`src/design/lwfr_pkg.sv`:
```
// ----------------------------------------------------------------------------
// lwfr_pkg
// Shared types and codes for the loss window FEC ratio tracker.
// ----------------------------------------------------------------------------
`default_nettype none

package lwfr_pkg;

	localparam int PN_W  = 62;
	localparam int OP_W  = 2;
	localparam int OUT_W = 7;

	// event kinds
	localparam logic [OP_W-1:0] OP_ACK    = 2'd0;
	localparam logic [OP_W-1:0] OP_LOST   = 2'd1;
	localparam logic [OP_W-1:0] OP_REPAIR = 2'd2;
	localparam logic [OP_W-1:0] OP_BAD    = 2'd3;

	// ring entry status
	localparam logic [1:0] RS_UNACKED = 2'd0;
	localparam logic [1:0] RS_ACKED   = 2'd1;
	localparam logic [1:0] RS_LOST    = 2'd2;
	localparam logic [1:0] RS_REPAIR  = 2'd3;

	localparam logic [OUT_W-1:0] SAT_MAX = 7'd127;

	typedef struct packed {
		logic [OP_W-1:0] operation;
		logic [PN_W-1:0] packet_number;
	} req_t;

	typedef struct packed {
		logic [OUT_W-1:0] fec_period;
		logic [OUT_W-1:0] lost_count;
		logic [OUT_W-1:0] repair_count;
		logic             ignored;
	} rsp_t;

endpackage

`default_nettype wire

```
`src/design/loss_window_fec_ratio.sv`:
```
// ----------------------------------------------------------------------------
// loss_window_fec_ratio
// Per-path ring of packet status with lost/repaired counts and FEC period.
// ----------------------------------------------------------------------------
// One request is taken at a time; req_ready is low while it is processed.
// Ring slots are kept relative to the highest number seen: that number sits at
// hslot and a number n below it sits n slots back, so a packet number is never
// reduced modulo the window. An undefined kind or a number that is too old is
// answered as ignored, and an old or repeated number is written in place. A
// newer number within a window is reached by a gap fill that writes one ring
// slot per cycle, and a jump of more than a full window clears the ring. The
// count scan reads one slot per cycle through the single ring read port and the
// divider makes one quotient bit per cycle; when nothing is lost or repaired
// the divider is skipped. req_ready rises together with rsp_valid, and a
// finished request waits while the previous response is still held. After
// reset the ring is cleared before the first request is taken.
`default_nettype none

module loss_window_fec_ratio #(
	parameter int WINDOW_SIZE = 64
) (
	input  wire logic          clk,
	input  wire logic          arst_n,
	input  wire logic          req_valid,
	output logic               req_ready,
	input  wire lwfr_pkg::req_t req,
	output logic               rsp_valid,
	input  wire logic          rsp_ready,
	output lwfr_pkg::rsp_t     rsp
);

	import lwfr_pkg::*;

	localparam int AW = (WINDOW_SIZE > 1) ? $clog2(WINDOW_SIZE) : 1;
	localparam int CW = $clog2(WINDOW_SIZE + 1);
	localparam int XW = (CW > OUT_W) ? CW : OUT_W;
	localparam int DW = PN_W + 1;

	localparam logic [3:0] S_INIT     = 4'd0;
	localparam logic [3:0] S_IDLE     = 4'd1;
	localparam logic [3:0] S_EVAL     = 4'd2;
	localparam logic [3:0] S_CLASS    = 4'd3;
	localparam logic [3:0] S_GAP      = 4'd4;
	localparam logic [3:0] S_CLEAR    = 4'd6;
	localparam logic [3:0] S_PUT      = 4'd7;
	localparam logic [3:0] S_SCAN     = 4'd8;
	localparam logic [3:0] S_SCAN_END = 4'd9;
	localparam logic [3:0] S_DIV      = 4'd10;
	localparam logic [3:0] S_DWAIT    = 4'd11;
	localparam logic [3:0] S_FINISH   = 4'd12;

	logic [3:0]      state_q;
	logic [OP_W-1:0] op_q;
	logic [PN_W-1:0] pn_q;
	logic [PN_W-1:0] hs_q;
	logic [AW-1:0]   hslot_q;
	logic [DW-1:0]   d_q;
	logic [CW-1:0]   rem_q;
	logic [AW-1:0]   ptr_q;
	logic [AW-1:0]   slot_q;
	logic [CW-1:0]   lcnt_q;
	logic [CW-1:0]   rcnt_q;
	logic [OUT_W-1:0] ratio_q;
	logic            ign_q;
	logic            rvalid_q;
	logic            rsp_valid_q;
	rsp_t            rsp_q;

	logic [1:0] ring_mem [WINDOW_SIZE];
	logic [1:0] rdata_q;

	logic          ring_we;
	logic [AW-1:0] ring_waddr;
	logic [1:0]    ring_wdata;
	logic [AW-1:0] ptr_next;
	logic [1:0]    status;
	logic          newer;
	logic          far;
	logic [DW-1:0] nd;
	logic          too_old;
	logic [AW:0]   back_slot;
	logic [CW-1:0] loss_sum;
	logic          div_start;
	logic          div_done;
	logic [CW-1:0] div_quo;
	logic [XW-1:0] quo_x;
	logic [XW-1:0] lcnt_x;
	logic [XW-1:0] rcnt_x;
	logic [OUT_W-1:0] quo_sat;
	logic          last_slot;

	always_comb begin
		case (op_q)
			OP_ACK:    status = RS_ACKED;
			OP_LOST:   status = RS_LOST;
			OP_REPAIR: status = RS_REPAIR;
			default:   status = RS_UNACKED;
		endcase
	end

	assign last_slot = (ptr_q == AW'(WINDOW_SIZE - 1));
	assign ptr_next  = last_slot ? '0 : ptr_q + 1'b1;

	// d_q = pn - highest, as a 63-bit two's complement difference
	assign newer   = !d_q[DW-1] && (d_q != '0);
	assign far     = d_q > DW'(WINDOW_SIZE);
	assign nd      = '0 - d_q;
	assign too_old = nd >= DW'(WINDOW_SIZE);
	assign back_slot = ({1'b0, hslot_q} >= {1'b0, nd[AW-1:0]})
		? {1'b0, hslot_q} - {1'b0, nd[AW-1:0]}
		: {1'b0, hslot_q} + (AW+1)'(WINDOW_SIZE) - {1'b0, nd[AW-1:0]};

	assign loss_sum  = CW'(lcnt_q + rcnt_q);
	assign div_start = (state_q == S_DIV) && (loss_sum != '0);

	always_comb begin
		ring_we    = 1'b0;
		ring_waddr = ptr_q;
		ring_wdata = RS_UNACKED;
		case (state_q)
			S_INIT, S_CLEAR: begin
				ring_we = 1'b1;
			end
			S_GAP: begin
				ring_we    = 1'b1;
				ring_waddr = ptr_next;
				ring_wdata = (rem_q == CW'(1)) ? status : RS_UNACKED;
			end
			S_PUT: begin
				ring_we    = 1'b1;
				ring_waddr = slot_q;
				ring_wdata = status;
			end
			default: begin
				ring_we = 1'b0;
			end
		endcase
	end

	always_ff @(posedge clk) begin
		if (ring_we)
			ring_mem[ring_waddr] <= ring_wdata;
		rdata_q <= ring_mem[ptr_q];
	end

	lwfr_div #(
		.WIDTH    (CW),
		.DIVIDEND (WINDOW_SIZE)
	) u_div (
		.clk      (clk),
		.arst_n   (arst_n),
		.start    (div_start),
		.divisor  (loss_sum),
		.done     (div_done),
		.quotient (div_quo)
	);

	assign quo_x   = XW'(div_quo);
	assign lcnt_x  = XW'(lcnt_q);
	assign rcnt_x  = XW'(rcnt_q);
	assign quo_sat = (quo_x > XW'(SAT_MAX)) ? SAT_MAX : quo_x[OUT_W-1:0];

	always_ff @(posedge clk or negedge arst_n) begin
		if (!arst_n) begin
			state_q     <= S_INIT;
			op_q        <= OP_ACK;
			pn_q        <= '0;
			hs_q        <= '0;
			hslot_q     <= '0;
			d_q         <= '0;
			rem_q       <= '0;
			ptr_q       <= '0;
			slot_q      <= '0;
			lcnt_q      <= '0;
			rcnt_q      <= '0;
			ratio_q     <= '0;
			ign_q       <= 1'b0;
			rvalid_q    <= 1'b0;
			rsp_valid_q <= 1'b0;
			rsp_q       <= '0;
		end else begin
			rvalid_q <= (state_q == S_SCAN);
			if (rvalid_q) begin
				if (rdata_q == RS_LOST)
					lcnt_q <= lcnt_q + 1'b1;
				else if (rdata_q == RS_REPAIR)
					rcnt_q <= rcnt_q + 1'b1;
			end
			if (rsp_valid_q && rsp_ready && (state_q != S_FINISH))
				rsp_valid_q <= 1'b0;

			case (state_q)
				S_INIT: begin
					ptr_q <= ptr_next;
					if (last_slot)
						state_q <= S_IDLE;
				end
				S_IDLE: begin
					if (req_valid) begin
						op_q    <= req.operation;
						pn_q    <= req.packet_number;
						ign_q   <= 1'b0;
						state_q <= S_EVAL;
					end
				end
				S_EVAL: begin
					d_q <= {1'b0, pn_q} - {1'b0, hs_q};
					if (op_q == OP_BAD) begin
						ign_q   <= 1'b1;
						state_q <= S_FINISH;
					end else begin
						state_q <= S_CLASS;
					end
				end
				S_CLASS: begin
					if (newer && far) begin
						ptr_q   <= '0;
						state_q <= S_CLEAR;
					end else if (newer) begin
						rem_q   <= d_q[CW-1:0];
						ptr_q   <= hslot_q;
						state_q <= S_GAP;
					end else if (too_old) begin
						ign_q   <= 1'b1;
						state_q <= S_FINISH;
					end else begin
						slot_q  <= back_slot[AW-1:0];
						state_q <= S_PUT;
					end
				end
				S_GAP: begin
					// skipped slots go unacked, the last step lands on the new number
					rem_q <= rem_q - 1'b1;
					if (rem_q == CW'(1)) begin
						hslot_q <= ptr_next;
						hs_q    <= pn_q;
						lcnt_q  <= '0;
						rcnt_q  <= '0;
						ptr_q   <= '0;
						state_q <= S_SCAN;
					end else begin
						ptr_q <= ptr_next;
					end
				end
				S_CLEAR: begin
					ptr_q <= ptr_next;
					if (last_slot) begin
						// ring is empty, so the new number keeps the current slot
						slot_q  <= hslot_q;
						hs_q    <= pn_q;
						state_q <= S_PUT;
					end
				end
				S_PUT: begin
					lcnt_q  <= '0;
					rcnt_q  <= '0;
					ptr_q   <= '0;
					state_q <= S_SCAN;
				end
				S_SCAN: begin
					ptr_q <= ptr_next;
					if (last_slot)
						state_q <= S_SCAN_END;
				end
				S_SCAN_END: begin
					state_q <= S_DIV;
				end
				S_DIV: begin
					state_q <= (loss_sum != '0) ? S_DWAIT : S_FINISH;
				end
				S_DWAIT: begin
					if (div_done) begin
						ratio_q <= quo_sat;
						state_q <= S_FINISH;
					end
				end
				S_FINISH: begin
					if (!rsp_valid_q || rsp_ready) begin
						rsp_q.fec_period   <= ratio_q;
						rsp_q.lost_count   <= (lcnt_x > XW'(SAT_MAX)) ? SAT_MAX
							: lcnt_x[OUT_W-1:0];
						rsp_q.repair_count <= (rcnt_x > XW'(SAT_MAX)) ? SAT_MAX
							: rcnt_x[OUT_W-1:0];
						rsp_q.ignored      <= ign_q;
						rsp_valid_q        <= 1'b1;
						state_q            <= S_IDLE;
					end
				end
				default: begin
					state_q <= S_IDLE;
				end
			endcase
		end
	end

	assign req_ready = (state_q == S_IDLE);
	assign rsp_valid = rsp_valid_q;
	assign rsp       = rsp_q;

	// a request is never followed by another in the next cycle
	a_one_at_a_time: assert property (@(posedge clk) disable iff (!arst_n)
		(req_valid && req_ready) |=> !req_ready)
		else $error("request taken while busy");

	// counted entries cannot exceed the ring size
	a_count_bound: assert property (@(posedge clk) disable iff (!arst_n)
		({1'b0, lcnt_q} + {1'b0, rcnt_q}) <= (CW+1)'(WINDOW_SIZE))
		else $error("lost plus repaired exceeds window");

	// highest slot index stays inside the ring
	a_slot_range: assert property (@(posedge clk) disable iff (!arst_n)
		{1'b0, hslot_q} < (AW+1)'(WINDOW_SIZE))
		else $error("highest slot out of range");

	// divider result only arrives while waiting for it
	a_div_wait: assert property (@(posedge clk) disable iff (!arst_n)
		div_done |-> (state_q == S_DWAIT))
		else $error("divider done outside wait");

endmodule

`default_nettype wire

```
`src/design/lwfr_div.sv`:
```
// ----------------------------------------------------------------------------
// lwfr_div
// Restoring divider, one quotient bit per cycle, constant dividend.
// ----------------------------------------------------------------------------
`default_nettype none

module lwfr_div #(
	parameter int WIDTH    = 7,
	parameter int DIVIDEND = 64
) (
	input  wire logic             clk,
	input  wire logic             arst_n,
	input  wire logic             start,
	input  wire logic [WIDTH-1:0] divisor,
	output logic                  done,
	output logic      [WIDTH-1:0] quotient
);

	localparam int NW = $clog2(WIDTH + 1);

	logic [WIDTH-1:0] rem_q;
	logic [WIDTH-1:0] quo_q;
	logic [WIDTH-1:0] dvd_q;
	logic [NW-1:0]    cnt_q;
	logic             busy_q;
	logic             done_q;
	logic [WIDTH:0]   trial;
	logic             ge;

	assign trial = {rem_q, dvd_q[WIDTH-1]};
	assign ge    = trial >= {1'b0, divisor};

	always_ff @(posedge clk or negedge arst_n) begin
		if (!arst_n) begin
			rem_q  <= '0;
			quo_q  <= '0;
			dvd_q  <= '0;
			cnt_q  <= '0;
			busy_q <= 1'b0;
			done_q <= 1'b0;
		end else begin
			done_q <= 1'b0;
			if (start) begin
				rem_q  <= '0;
				quo_q  <= '0;
				dvd_q  <= WIDTH'(DIVIDEND);
				cnt_q  <= NW'(WIDTH);
				busy_q <= 1'b1;
			end else if (busy_q) begin
				rem_q <= ge ? WIDTH'(trial - {1'b0, divisor}) : trial[WIDTH-1:0];
				quo_q <= {quo_q[WIDTH-2:0], ge};
				dvd_q <= {dvd_q[WIDTH-2:0], 1'b0};
				cnt_q <= cnt_q - 1'b1;
				if (cnt_q == NW'(1)) begin
					busy_q <= 1'b0;
					done_q <= 1'b1;
				end
			end
		end
	end

	assign done     = done_q;
	assign quotient = quo_q;

endmodule

`default_nettype wire

```
`config.mk`:
```
export PLATFORM = sky130hd
export DESIGN_NAME = loss_window_fec_ratio
export DESIGN_NICKNAME = d
export VERILOG_FILES = /design/src/design/lwfr_pkg.sv /design/src/design/loss_window_fec_ratio.sv /design/src/design/lwfr_div.sv
export SDC_FILE = /design/constraint.sdc
export NUM_CORES = 1
export LEC_CHECK = 0
export BUFFER_PORTS_ARGS = -buffer_cell sky130_fd_sc_hd__buf_2
export CAP_MARGIN = 30
export CORE_MARGIN = 5
export CORE_UTILIZATION = 50
export CTS_BUF_LIST = sky130_fd_sc_hd__clkbuf_2 sky130_fd_sc_hd__clkbuf_4 sky130_fd_sc_hd__clkbuf_8
export CTS_CLUSTER_DIAMETER = 150
export CTS_CLUSTER_SIZE = 20
export DETAILED_ROUTE_END_ITERATION = 6
export PLACE_DENSITY = 0.67
export RECOVER_POWER = 50
export SLEW_MARGIN = 5
export SYNTH_ARGS = -nofsm -noshare
export SYNTH_HDL_FRONTEND = slang
export SYNTH_SLANG_ARGS = --single-unit
```
`constraint.sdc`:
```
create_clock -name clk -period 5.8 [get_ports clk]
set_clock_uncertainty 0.1 [all_clocks]
set_input_delay 0.58 -clock clk [delete_from_list [all_inputs] [get_ports clk]]
set_output_delay 0.58 -clock clk [all_outputs]
set_load 0.01 [all_outputs]
```
==> summary.md <==
| Metric | Value |
|---|---|
| TritonCTS clock tree | built |
| CP arrival | 4.62 ns |
| Maximum vdd drop | ~0.18 mV |
| YS warnings | 0 |
| Area after DPL | 23680 um2 |
| Rows | around 80 |
| Critical Path RT | 5.77 ns |
| Most common cell after layout, fill and taps aside | dfrtp_1 |
| DIE HEIGHT | 223.2 um |
| Global-route wire length before repair | 83350 um |
| RSZ-0062 raised after global routing | no |
| Layout Cells excl Fill | 2838 |
| Final setup margin | 1.148 ns |
| TNS Setup | 0 ns |
| Dpl ws | between 1.5 and 2 ns |
| Worst R2R Start | state_q[2] |
| Layout Nets | between 2000 and 2500 |
| Initial antenna violation count | 0 |
| Die width | 223.2 um |
| Yosys reg bits | 414 |
| Worst slew pin tran | 2.676 ns |
| Postcts setup bufs | 0 |
| Crit path from | state_q[2] |
| CP peak stage delay | 1.81 ns |
| PortBufs | 91 |
| Status | finished with violations |
| Ys flop type | dfrtp_1 |
| Worst-case clock buffer depth | 3 |
| Global route overflow | 0 |
| Cell Area, Synth | 22730 um2 |
| Worst Path Buf+Inv | 2 |
| Post-synth EDFFs | 128 |
| Area delta synth->final | 5.850% |
| Ratio of cells with drive above 1 in the final layout | a little over an eighth |
| Period utilization | 80.20% |
| Final setup fails | 0 |
| Final Hold Fails | 0 |
| Synth cell types | 88 |
| Via/cell ratio | 5.753 |
| Drt pass-1 iters | 5 |
| Mean Syn Cell Area | between 10 and 15 um2 |
| Largest net degree at the start of global routing | 108 |
| Seq/Total Area, Yosys | 48.34% |
| WL per Instance | roughly 18 um |
| CP max-delay cell | clkbuf_1 |
| Final instance area | between 20000 and 25000 um2 |
| # clock sinks | 414 |
| Leakage dissipation | 10.71 nW |
| Total track usage | between 10% and 20% |
| Max frequency | 215.0 MHz |
| Mapped Nets | 2366 |
| Detail Placement HPWL | 35670 um |
| Vias in the first global route | approximately 16000 |
| Slew Limit Headroom | -78.39% |
| Synth async-reset ratio | approximately two thirds |
| Power Density | between 150 and 200 nW/um2 |
| Min cycle time layout | 4.652 ns |
| H-tree depth | 1 |
| Inserted Clock Buffers | 24 |
| Clk root buf | clkbuf_8 |
| MaxCap Viol Count | 4 |
| WS Path Type | reg -> reg |
| Routability cong. | between 0.8 and 0.9 |
| Maximum net fanout on the critical path | 64 |
| Hold_ws | between 0.07 and 0.08 ns |
| Placed insts | around 2800 |
| Cell family with most CP delay | buffers and inverters |
| Most frequent cells in the layout | dfrtp_1, nand2_1, o21ai_0, nor2_1, edfxtp_1 |
| Post-Synthesis Cells | 2203 |
| Final core occ | 53.26% |
| Critical Path Start Type | register |
| Worst min path class | in -> reg |
| CTS clk-pin slew, worst paths | 0.12 ns |
| DRC violations left | 0 |
| CORE AREA | 45190 um2 |
| Routed Antenna Nets | 0 |
| Most Frequent Cell on Critical Path | clkbuf_1 |
| Kind of end point of the critical path | register |
| Hold Crit Start | req[2] |
| Post-Route WL | 49890 um |
| Failing checks | max-capacitance violations, max-slew violations |
| Worst-path cell chain | nand2b_1, a21oi_1, clkbuf_1, o21a_1, clkbuf_1 |
| Die footprint | 49830 um2 |
| Final Max Slew Viols | about 280 |
| Starting Density | between 50% and 60% |
| Vias | 16330 |
| DRT iter0 DRCs | around 1200 |
| Total power draw | between 4 and 5 mW |
| Clk Latency, worst-skew pair | 0.63 ns |
| IO Pins | 92 |
per-layer routing:
layer | global-route usage (%) | vias up | wire length [um]
met5 | 0 | - | 0
met4 | 4.308 | 0 | 1180
met3 | 2.303 | 77 | 2002
met2 | 34.88 | 353 | 24890
met1 | 26.34 | 7923 | 21810
li1 | - | 7974 | -
final timing paths:
check                                  to  slack [ns]  depth (start not counted)
setup / recovery           ring_mem[2][0]        1.15                          5
hold / removal                    pn_q[2]        0.07                          2
setup reg to reg           ring_mem[2][0]        1.15                          5
hold reg to reg                   rsp[19]        0.41                          1
max in group asynchronous        pn_q[22]        1.82                          3
min in group asynchronous        pn_q[44]        1.20                          2
final cells by class:
class / count / area, um2
flip-flops and latches: 414 / 10990
clock inverters: 2 / 17.52
repair buffers: 108 / 559.3
multi-input cells: 1577 / 10960
diodes: 1 / 2.502
well taps: 600 / 750.7
fillers: 4043 / 21120
clock buffers: 33 / 397.9
inverters: 103 / 386.6
registers in the layout (all words and copies together), names as in the netlist, 6 cells and up:
signal          cells
d_q                63
hs_q               62
hslot_q             6
lcnt_q              7
pn_q               62
ptr_q               6
ratio_q             7
rcnt_q              7
rem_q               7
ring_mem          128
rsp                22
slot_q              6
u_div.quotient      7
u_div.rem_q         7
synth_stat cells (all sizes together), types with 22 or more instances:
master,count,area share (%)
nand4,24,0.69
xor2,47,1.8
nor2,184,3.0
edfxtp,128,17
o21ai,197,4.3
ha,91,5.0
nand2,247,4.1
nor3,42,0.99
mux4,42,4.2
xnor2,62,2.4
dfrtp,284,31
clkbuf,95,1.6
a21o,57,1.9
inv,103,1.7
mux2,98,4.9
a21oi,111,2.5
nor4,31,1.1
nand3,47,1.1
or3,22,0.61
logic make-up after synthesis:
family,after synthesis,share of synthesized area [%]
adders and majority gates,95,5.360
muxes,158,9.807
buffers and inverters,212,3.550
DFF,414,48.34
xor gates and xnor gates,109,4.199
and+or+nand+nor,707,15.05
AOI/OAI and AO/OA,508,13.69
where the power goes:
part | internal, mW | total, mW | switching [mW] | leakage [nW]
registers | 2.99 | 2.99 | 0.0000000000000000366 | 5.12
logic | 0.0173 | 0.0620 | 0.0447 | 5.37
clock network | 0.447 | 1.33 | 0.886 | 0.223
timing repair:
action	CTS	global route
endpoints found under the hold margin	103	0
setup endpoints to repair	0	0
hold buffers	1	0
resized for setup	0	0
No activity file was read; power rests on OpenSTA's default activity.
